**src/hdl/alrp_pkg.sv**
```systemverilog
`timescale 1ns / 1ps

package alrp_pkg;

  // Store geometry: one entry per loop sample, positions in Q20.16
  localparam int AddrWidth   = 19;
  localparam int LoopSamples = 2 ** AddrWidth;
  localparam int SampleWidth = 16;
  localparam int PosWidth    = 36;
  localparam int RecWidth    = 20;

  // Fade-in length in samples; a power of two so the divide is a shift
  localparam int FadeLength = 32;
  localparam int FadeShift  = $clog2(FadeLength);
  localparam int FadeOne    = 65536;

  localparam int SpeedMin = 6554;
  localparam int SpeedMax = 262144;
  localparam int GainMax  = 32768;

  localparam int CfgIdxWidth  = 3;
  localparam int CfgDataWidth = 20;

  localparam logic [CfgIdxWidth-1:0] CfgLoopBegin  = 3'd0;
  localparam logic [CfgIdxWidth-1:0] CfgLoopFinish = 3'd1;
  localparam logic [CfgIdxWidth-1:0] CfgBaseSpeed  = 3'd2;
  localparam logic [CfgIdxWidth-1:0] CfgBaseGain   = 3'd3;

  typedef enum logic [1:0] {
    ModeStop    = 2'd0,
    ModeRecord  = 2'd1,
    ModePlay    = 2'd2,
    ModeOverdub = 2'd3
  } mode_e;

  typedef enum logic [2:0] {
    SeqIdle,
    SeqRecWrite,
    SeqOdRead,
    SeqOdWrite,
    SeqRd0,
    SeqRd1,
    SeqFetch1,
    SeqLaunch
  } seq_state_e;

  typedef struct packed {
    logic                          en;
    logic [AddrWidth-1:0]          addr;
    logic signed [SampleWidth-1:0] data;
  } store_wr_t;

  typedef struct packed {
    logic                          start;
    logic signed [SampleWidth-1:0] s0;
    logic signed [SampleWidth-1:0] s1;
    logic [15:0]                   frac;
    logic [16:0]                   fade;
    logic [15:0]                   gain;
    logic [AddrWidth-1:0]          index;
  } math_req_t;

  typedef struct packed {
    logic                          valid;
    logic signed [SampleWidth-1:0] sample;
    logic [AddrWidth-1:0]          index;
  } math_res_t;

endpackage

```
**src/hdl/alrp_seq.sv**
```systemverilog
`timescale 1ns / 1ps

module alrp_seq import alrp_pkg::*; (
  input  logic                          clk_i,
  input  logic                          rst_ni,
  input  logic                          in_valid_i,
  output logic                          in_ready_o,
  input  logic [1:0]                    in_mode_i,
  input  logic signed [SampleWidth-1:0] in_sample_i,
  input  logic signed [15:0]            speed_mod_i,
  input  logic signed [15:0]            gain_mod_i,
  input  logic                          cfg_valid_i,
  output logic                          cfg_ready_o,
  input  logic [CfgIdxWidth-1:0]        cfg_index_i,
  input  logic [CfgDataWidth-1:0]       cfg_data_i,
  input  logic                          store_busy_i,
  input  logic signed [SampleWidth-1:0] rd_data_i,
  output logic [AddrWidth-1:0]          rd_addr_o,
  output store_wr_t                     wr_o,
  input  logic                          slot_free_i,
  input  logic                          math_busy_i,
  output math_req_t                     req_o
);

  localparam logic signed [20:0] SpdLo = 21'(SpeedMin);
  localparam logic signed [20:0] SpdHi = 21'(SpeedMax);
  localparam logic signed [17:0] GainHi = 18'(GainMax);

  seq_state_e state_q, state_d;
  mode_e      mode_q, mode_d;

  logic signed [SampleWidth-1:0] smp_q, smp_d;
  logic signed [SampleWidth-1:0] s0_q, s0_d, s1_q, s1_d;
  logic [18:0]          speed_q, speed_d;
  logic [15:0]          gain_q, gain_d;
  logic [15:0]          frac_q, frac_d;
  logic [16:0]          fade_q, fade_d;
  logic [PosWidth-1:0]  pp_q, pp_d;
  logic [RecWidth-1:0]  rp_q, rp_d;

  logic [18:0] begin_q, begin_d;
  logic [19:0] finish_q, finish_d;
  logic [18:0] bspeed_q, bspeed_d;
  logic [15:0] bgain_q, bgain_d;

  logic [18:0] nb, ns;
  logic [19:0] nf, nf_lim;
  logic [15:0] ng;

  logic signed [20:0] spd_sum;
  logic signed [17:0] gain_sum;
  logic signed [16:0] od_sum;
  logic signed [SampleWidth-1:0] od_sat;
  logic [RecWidth-1:0] rp_inc, rp_adv;
  logic [PosWidth-1:0] pp_sum, pp_adv, b16, win, diff;
  logic [19:0]         begin_win;
  logic [16:0]         fade_calc;
  logic [AddrWidth-1:0] i0;

  assign i0 = pp_q[AddrWidth+15:16];

  // Per-word speed and gain with clamping
  assign spd_sum  = $signed({2'b00, bspeed_q}) + $signed({{2{speed_mod_i[15]}}, speed_mod_i, 3'b000});
  assign gain_sum = $signed({2'b00, bgain_q}) + $signed({{2{gain_mod_i[15]}}, gain_mod_i});

  // Overdub sum with saturation
  assign od_sum = {rd_data_i[15], rd_data_i} + {smp_q[15], smp_q};
  always_comb begin
    od_sat = od_sum[15:0];
    if (od_sum[16] != od_sum[15]) begin
      od_sat = od_sum[16] ? $signed(16'h8000) : $signed(16'h7fff);
    end
  end

  // Write position: step, return to loop start at loop end
  assign rp_inc = rp_q + 1'b1;
  assign rp_adv = (rp_inc >= finish_q) ? {1'b0, begin_q} : rp_inc;

  // Read position: step by speed, return to loop start at loop end
  assign pp_sum = pp_q + PosWidth'(speed_q);
  assign pp_adv = (pp_sum >= {finish_q, 16'h0000}) ? {1'b0, begin_q, 16'h0000} : pp_sum;

  // Fade-in ramp over the first loop samples
  assign b16       = {1'b0, begin_q, 16'h0000};
  assign begin_win = {1'b0, begin_q} + 20'(FadeLength);
  assign win       = {begin_win, 16'h0000};
  assign diff      = pp_q - b16;
  always_comb begin
    if (pp_q < b16) begin
      fade_calc = '0;
    end else if (pp_q < win) begin
      fade_calc = 17'(diff >> FadeShift);
    end else begin
      fade_calc = 17'(FadeOne);
    end
  end

  // Configuration writes, normalized
  always_comb begin
    nb = begin_q;
    nf = finish_q;
    ns = bspeed_q;
    ng = bgain_q;
    cfg_ready_o = (state_q == SeqIdle);
    if (cfg_valid_i && cfg_ready_o) begin
      case (cfg_index_i)
        CfgLoopBegin:  nb = cfg_data_i[18:0];
        CfgLoopFinish: nf = cfg_data_i;
        CfgBaseSpeed:  ns = cfg_data_i[18:0];
        CfgBaseGain:   ng = cfg_data_i[15:0];
        default: ;
      endcase
    end
    begin_d  = nb;
    nf_lim   = (nf > 20'(LoopSamples)) ? 20'(LoopSamples) : nf;
    finish_d = (nf_lim < {1'b0, nb}) ? ({1'b0, nb} + 1'b1) : nf_lim;
    if (ns < 19'(SpeedMin)) begin
      bspeed_d = 19'(SpeedMin);
    end else if (ns > 19'(SpeedMax)) begin
      bspeed_d = 19'(SpeedMax);
    end else begin
      bspeed_d = ns;
    end
    bgain_d = (ng > 16'(GainMax)) ? 16'(GainMax) : ng;
  end

  always_comb begin
    state_d = state_q;
    mode_d  = mode_q;
    smp_d   = smp_q;
    speed_d = speed_q;
    gain_d  = gain_q;
    s0_d    = s0_q;
    s1_d    = s1_q;
    frac_d  = frac_q;
    fade_d  = fade_q;
    pp_d    = pp_q;
    rp_d    = rp_q;

    in_ready_o = 1'b0;
    rd_addr_o  = i0;
    wr_o.en    = 1'b0;
    wr_o.addr  = rp_q[AddrWidth-1:0];
    wr_o.data  = smp_q;

    req_o.start = 1'b0;
    req_o.s0    = s0_q;
    req_o.s1    = s1_q;
    req_o.frac  = frac_q;
    req_o.fade  = fade_q;
    req_o.gain  = gain_q;
    req_o.index = pp_q[AddrWidth+15:16];

    case (state_q)
      SeqIdle: begin
        // A pending configuration write goes first; hold the input word
        in_ready_o = !store_busy_i && !cfg_valid_i;
        if (in_valid_i && in_ready_o) begin
          mode_d = mode_e'(in_mode_i);
          smp_d  = in_sample_i;
          if (spd_sum < SpdLo) begin
            speed_d = 19'(SpeedMin);
          end else if (spd_sum > SpdHi) begin
            speed_d = 19'(SpeedMax);
          end else begin
            speed_d = spd_sum[18:0];
          end
          if (gain_sum < 0) begin
            gain_d = '0;
          end else if (gain_sum > GainHi) begin
            gain_d = 16'(GainMax);
          end else begin
            gain_d = gain_sum[15:0];
          end
          s0_d   = '0;
          s1_d   = '0;
          frac_d = '0;
          fade_d = 17'(FadeOne);
          case (mode_d)
            ModeStop:    state_d = SeqLaunch;
            ModeRecord:  state_d = SeqRecWrite;
            ModePlay:    state_d = SeqRd0;
            ModeOverdub: state_d = SeqOdRead;
            default:     state_d = SeqLaunch;
          endcase
        end
      end
      SeqRecWrite: begin
        // Echo goes through the multiplier as s0 at full weight
        wr_o.en = 1'b1;
        s0_d    = smp_q;
        rp_d    = rp_adv;
        state_d = SeqLaunch;
      end
      SeqOdRead: begin
        rd_addr_o = rp_q[AddrWidth-1:0];
        state_d   = SeqOdWrite;
      end
      SeqOdWrite: begin
        wr_o.en   = 1'b1;
        wr_o.data = od_sat;
        rp_d      = rp_adv;
        state_d   = SeqRd0;
      end
      SeqRd0: begin
        // Write above has landed, so this read sees the overdub sum
        rd_addr_o = i0;
        frac_d    = pp_q[15:0];
        fade_d    = (mode_q == ModePlay) ? fade_calc : 17'(FadeOne);
        state_d   = SeqRd1;
      end
      SeqRd1: begin
        rd_addr_o = i0 + 1'b1;
        s0_d      = rd_data_i;
        state_d   = SeqFetch1;
      end
      SeqFetch1: begin
        s1_d    = rd_data_i;
        pp_d    = pp_adv;
        state_d = SeqLaunch;
      end
      SeqLaunch: begin
        // Hold until the multiplier and output slot are both free
        if (!math_busy_i && slot_free_i) begin
          req_o.start = 1'b1;
          state_d     = SeqIdle;
        end
      end
      default: state_d = SeqIdle;
    endcase
  end

  always_ff @(posedge clk_i or negedge rst_ni) begin
    if (!rst_ni) begin
      state_q  <= SeqIdle;
      mode_q   <= ModeStop;
      pp_q     <= '0;
      rp_q     <= '0;
      begin_q  <= '0;
      finish_q <= 20'(LoopSamples);
      bspeed_q <= 19'(65536);
      bgain_q  <= 16'(GainMax);
    end else begin
      state_q  <= state_d;
      mode_q   <= mode_d;
      pp_q     <= pp_d;
      rp_q     <= rp_d;
      begin_q  <= begin_d;
      finish_q <= finish_d;
      bspeed_q <= bspeed_d;
      bgain_q  <= bgain_d;
    end
  end

  always_ff @(posedge clk_i) begin
    smp_q   <= smp_d;
    speed_q <= speed_d;
    gain_q  <= gain_d;
    s0_q    <= s0_d;
    s1_q    <= s1_d;
    frac_q  <= frac_d;
    fade_q  <= fade_d;
  end

endmodule
```
**config.mk**
```make
export PLATFORM = sky130hd
export DESIGN_NAME = alrp_seq
export DESIGN_NICKNAME = d
export VERILOG_FILES = /design/src/hdl/alrp_pkg.sv /design/src/hdl/alrp_seq.sv
export SDC_FILE = /design/constraint.sdc
export NUM_CORES = 1
export LEC_CHECK = 0
export BUFFER_PORTS_ARGS = -buffer_cell sky130_fd_sc_hd__buf_2
export CORE_MARGIN = 5
export CORE_UTILIZATION = 61
export DETAILED_ROUTE_END_ITERATION = 6
export PLACE_DENSITY = 0.9
export SLEW_MARGIN = 0
export SYNTH_ARGS = -nofsm -noshare
export SYNTH_HDL_FRONTEND = slang
export SYNTH_SLANG_ARGS = --single-unit
```
**constraint.sdc**
```tcl
create_clock -name clk_i -period 9.25 [get_ports clk_i]
set_clock_uncertainty 0.15 [all_clocks]
set_input_delay 1.3875 -clock clk_i [delete_from_list [all_inputs] [get_ports clk_i]]
set_output_delay 1.3875 -clock clk_i [all_outputs]
set_load 0.02 [all_outputs]
```
==> Yosys cells after proc, flatten, opt, wreduce, memory -nomap -nowiden <==
Index checks and enable logic that the tools add are counted.
{ "classes": {"addsub": 9, "n_mul": 0, "div_mod_pow": 0, "magnitude_cmp": 13, "eq_ne": 17, "shifts": 0, "n_mux": 38, "bitwise_logic": 0, "reduce_logical": 22} }
{ "op_table": {"columns": ["cell", "n"], "rows": [
  ["19-bit 2-to-1 mux", 7],
  ["16-bit 2-to-1 mux", 8],
  ["20-bit 2-to-1 mux", 5],
  ["17-bit 2-to-1 mux", 4],
  ["16-bit one-hot mux with 2 select lines", 2],
  ["16-bit one-hot mux with 3 select lines", 1],
  ["19-bit one-hot mux with 2 select lines", 1],
  ["36-bit by 19-bit adder with 36-bit output", 1],
  ["36-bit greater-or-equal comparator", 1],
  ["36-bit by 35-bit less-than comparator with 1-bit output", 1],
  ["36-bit less-than comparator", 1],
  ["36-bit 2-to-1 mux", 1],
  ["17-bit one-hot mux with 2 select lines", 1],
  ["22-bit subtractor", 1],
  ["20-bit by 19-bit adder with 21-bit output", 1],
  ["21-bit by 20-bit greater-than comparator with 1-bit output (second input constant)", 1],
  ["21-bit by 14-bit less-than comparator with 1-bit output (second input constant)", 1],
  ["3-bit one-hot mux with 7 select lines", 1],
  ["19-bit by 1-bit adder with 20-bit output (second input constant)", 1],
  ["19-bit by 6-bit adder with 20-bit output (second input constant)", 1],
  ["20-bit by 1-bit adder with 20-bit output (second input constant)", 1],
  ["20-bit greater-or-equal comparator", 1],
  ["20-bit greater-than comparator (second input constant)", 1],
  ["20-bit by 19-bit less-than comparator with 1-bit output", 1],
  ["other kinds (27)", 54]
]} }
{ "totals": {"ff_bits": 251, "latchBits": 0, "ramBits": 0, "mem_bits_ro": 0, "input_bits": 96, "output_inout_bits": 158, "wordCells": 116, "memories": 0} }

==> Depth between registers and ports, before layout <==
{ "depth": {"depth_word": 7, "mapped_depth": 23, "mapped_depth_nobuf": 20} }

==> Worst setup path after synthesis <==
No wires, ideal clock.
{ "synth_timing": {"path_type": "in2out", "startpoint": "in rd_data_i[3]", "endpoint": "out wr_o[10] (netlist bit)", "arrival_time_ns": 4.384, "t_required_ns": 7.713, "path_slack_ns": 3.329, "cell_stages": 11, "n_path_buf": 1, "cell_sequence": "ha_1 -> and3_1 -> a2111oi_1 -> o311ai_0 -> a21oi_1 -> nor2_1 -> a221oi_1 -> xor2_1 -> buf_2 -> maj3_1 -> o21ai_0"} }
{ "synth_rtl": {"columns": ["item", "line_no", "rtl"], "rows": [
  ["start, declared", "alrp_seq.sv:17", "input logic signed [SampleWidth-1:0] rd_data_i,"],
  ["end, declared", "alrp_seq.sv:19", "output store_wr_t wr_o,"]
]} }

==> key figures <==
Synthesis
  – Number of flops mapped to enable cells by yosys: 116
  – Largest area contributor in the netlist: edfxtp_1
  – Adder-Cell Fraction of Synth Area: between 10% and 20%
  – Yosys reg bits: 251
  – Cell count after synthesis: 2156
  – Simple-gate share of the synthesized area: between 15 and 20%
  – Synth area leaders: edfxtp_1 18%, dfrtp_1 17%, ha_1 11%
  – Synth Area in XOR/XNOR: 4.93%
  – Sequential-to-total area share from yosys stat: between 30% and 40%
  – Syn avg cell area: between 8 and 9 um2
  – Fraction of registers with async set/reset: a little over half
  – Main combinational cell family by area after synthesis: compound AO/OA/AOI/OAI gates
  – Synth Cell Area: roughly 19000 um2
  – Top FF cell, synth: dfrtp_1
  – Synth top area share: roughly 18%
  – Mux cell area share after synthesis: under 10%
  – Synthesis warning total: 0
  – Synth cell types: 82
  – Syn_nets: around 2400
  – Synth Area in Compound Gates: between 10% and 20%

Clock network
  – Clock tree buffer depth: 3
  – CTS tree: done
  – Post-CTS Setup Inserts: 0
  – Clk sink count: about 250
  – TritonCTS buffer count: 30
  – PostCTS Resize Cnt: 0
  – H-tree depth: 1
  – Skew-Pair Late Insertion Delay: between 0.5 and 0.6 ns
  – CTS root buf: clkbuf_16
  – Hold Buf Count CTS: 0
  – Clock transition at path regs: 0.06 ns

GRT
  – Gr ovfl total: 0
  – GRT Total Usage: 33.3%
  – Largest net degree at the start of global routing: 78
  – Initial antenna violation count: 1
  – Wire length of the first global-routing pass: 96100 um
  – Number of global-route vias before repair: between 15000 and 20000

Placement
  – Post-DP HPWL: 46000 um
  – Pre-CTS setup slack: 2.45 ns
  – Placed cell area: around 21000 um2
  – # port buffers: 253
  – Cells after DPL: 2695
  – Global placer's final weighted congestion: between 0.9 and 1

Critical path
  – FF-to-FF Start: pp_q[0]
  – Capture point of the worst reg-to-reg path: pp_q[24]
  – Most used cell along the critical path: buf_2
  – Reg2reg path depth: 19
  – Cells along the critical path: buf_2 > ha_1 > and3_1 > a2111oi_1 > o311ai_0 > a21oi_1 > nor2_1 > a221oi_1 > xor2_1 > maj3_1 > o21ai_0 > buf_2
  – Setup crit start kind: primary input
  – Critical path origin: rd_data_i[3]
  – Buf/Inv on CP: 2
  – Req. time, crit path: around 7.7 ns
  – Critical path arrival: approximately 5.5 ns
  – Kind of cell adding the most delay to the critical path: compound AO/OA/AOI/OAI gates
  – Largest fanout on the critical path: 15
  – Setup CP Type: in -> out
  – R2R setup slack: roughly 2.9 ns
  – CP Depth: 12
  – Worst setup path endpoint: wr_o[0]
  – CP peak stage delay: 1.04 ns
  – Slowest CP cell: xor2_1
  – Worst Setup End Kind: output port

STA
  – Worst-Margin Slew: 1.30 ns
  – Final Hold Vio Count: 0
  – Final setup viols: 0
  – Final slew viol count: 0
  – Min Hold Slack: around 0.33 ns
  – Period minus WS final: about 7 ns
  – Worst slew margin: about 13%
  – Worst setup margin: ~2.3 ns
  – RSZ-0062 raised after global routing: no
  – Setup_tns: 0 ns
  – Period utilization: about 76%
  – Maximum clock frequency: 143 MHz

Drt
  – Via count: ~18000
  – Residual DRC: 0
  – Iteration-0 DRC Markers: between 2000 and 2500
  – Vias per Instance: between 6 and 7
  – DRT antenna net count: 0
  – Drt total wl: 61700 um
  – Post-DR wirelength/cell: between 20 and 25 um
  – Detailed Routing Iterations Pass 1: 6

Min path
  – Worst hold-check path type: reg -> reg

Power and ir drop
  – Cell area power density: 350 nW/um2
  – Peak VDD IR: between 200 and 250 uV
  – Lkg Pwr: roughly 9.6 nW

Die
  – Die width: around 190 um
  – FP Rows: between 60 and 70
  – CORE AREA: 31500 um2
  – Die Area: around 35000 um2
  – Die Ht: 188 um
  – Initial Util: between 60% and 70%
  – IO Pins: 254

Final layout
  – Area Overhead vs Synth: 11.4%
  – Commonest cells after routing, fill and taps aside: 252 x buf_2, 227 x nand2_1, 168 x ha_1, 148 x o21ai_0, 136 x nor2_1
  – Post-Layout Cell Count: 2751
  – Most common cell after layout, fill and taps aside: buf_2
  – Design area: approximately 22000 um2
  – Share of layout cells above drive strength 1: roughly 15%
  – NumNets Final: approximately 2600

Run
  – MaxCap Viol Count: 0

Run status
  – Status: completed
## synth_stat cells, drive strengths merged, types with 25 or more instances
| master | count |
|---|---|
| and3 | 25 |
| a21oi | 121 |
| xor2 | 27 |
| xnor2 | 82 |
| nor2 | 137 |
| ha | 168 |
| nor3 | 39 |
| nor4 | 33 |
| dfrtp | 132 |
| nand3 | 63 |
| nand2 | 227 |
| nand4 | 25 |
| and2 | 56 |
| o21ai | 158 |
| clkbuf | 83 |
| mux2i | 59 |
| edfxtp | 116 |
| buf | 52 |
| inv | 123 |
| a21o | 50 |
## kinds of logic after synthesis
| family | count (synthesis) |
|---|---|
| adders and majority gates | 188 |
| DFF | 251 |
| buffers and inverters | 258 |
| AOI/OAI and AO/OA | 561 |
| muxes | 83 |
| and+or+nand+nor | 706 |
| xor gates and xnor gates | 109 |
## power by group
group / internal, mW / total (mW) / switching, mW
logic: 1.61 / 4.36 / 2.75
registers: 1.54 / 2.03 / 0.491
clock network: 0.651 / 1.16 / 0.506
## tightest hold or removal path, delay by kind of cell (launching register included)
| family | cells | cell delay, ns |
|---|---|---|
| AOI/OAI and AO/OA | 1 | 0.06 |
| DFF | 1 | 0.34 |
| and+or+nand+nor | 1 | 0.04 |
## flip-flops by register name (all words and copies together), names as in the netlist, 3 cells and up
name,flops
s0_q,16
speed_q,19
s1_q,16
bgain_q,16
frac_q,16
state_q,3
gain_q,16
pp_q,36
finish_q,20
fade_q,17
bspeed_q,19
rp_q,20
smp_q,16
begin_q,19
## routing by layer
layer	track usage [%]	wire length, um	vias to the layer above
li1	-	-	8215
met4	14.8	3000	0
met2	55.0	28700	1169
met3	7.91	7150	223
met5	0	0	-
met1	41.8	22800	8612
## cell type report
type	count	area, um2
Clock buffer	40	818
Multi-Input combinational cell	1647	11400
Fill cell	2401	9890
Clock inverter	15	134
Antenna cell	1	2.50
Inverter	123	462
Timing Repair Buffer	272	1420
Tap cell	402	503
Sequential cell	251	6870
## worst min path at each step
stage | startpoint | endpoint | cells past startpoint
2_1_floorplan | mode_q[1] | mode_q[1] | 2
3_3_place_gp | mode_q[1] | mode_q[1] | 2
3_5_place_dp | mode_q[1] | mode_q[1] | 2
4_1_cts | mode_q[1] | mode_q[1] | 2
5_1_grt | mode_q[1] | mode_q[1] | 2
6_report | mode_q[1] | mode_q[1] | 2
## stage by stage
stage               util [%]  total power, mW
floorplan                  -             5.05
global placement        65.5             6.03
detailed placement      65.5             6.22
CTS                     68.6             7.41
global route            68.6             7.98
finish                  68.6             7.55
(Power assumes the default switching activity.)
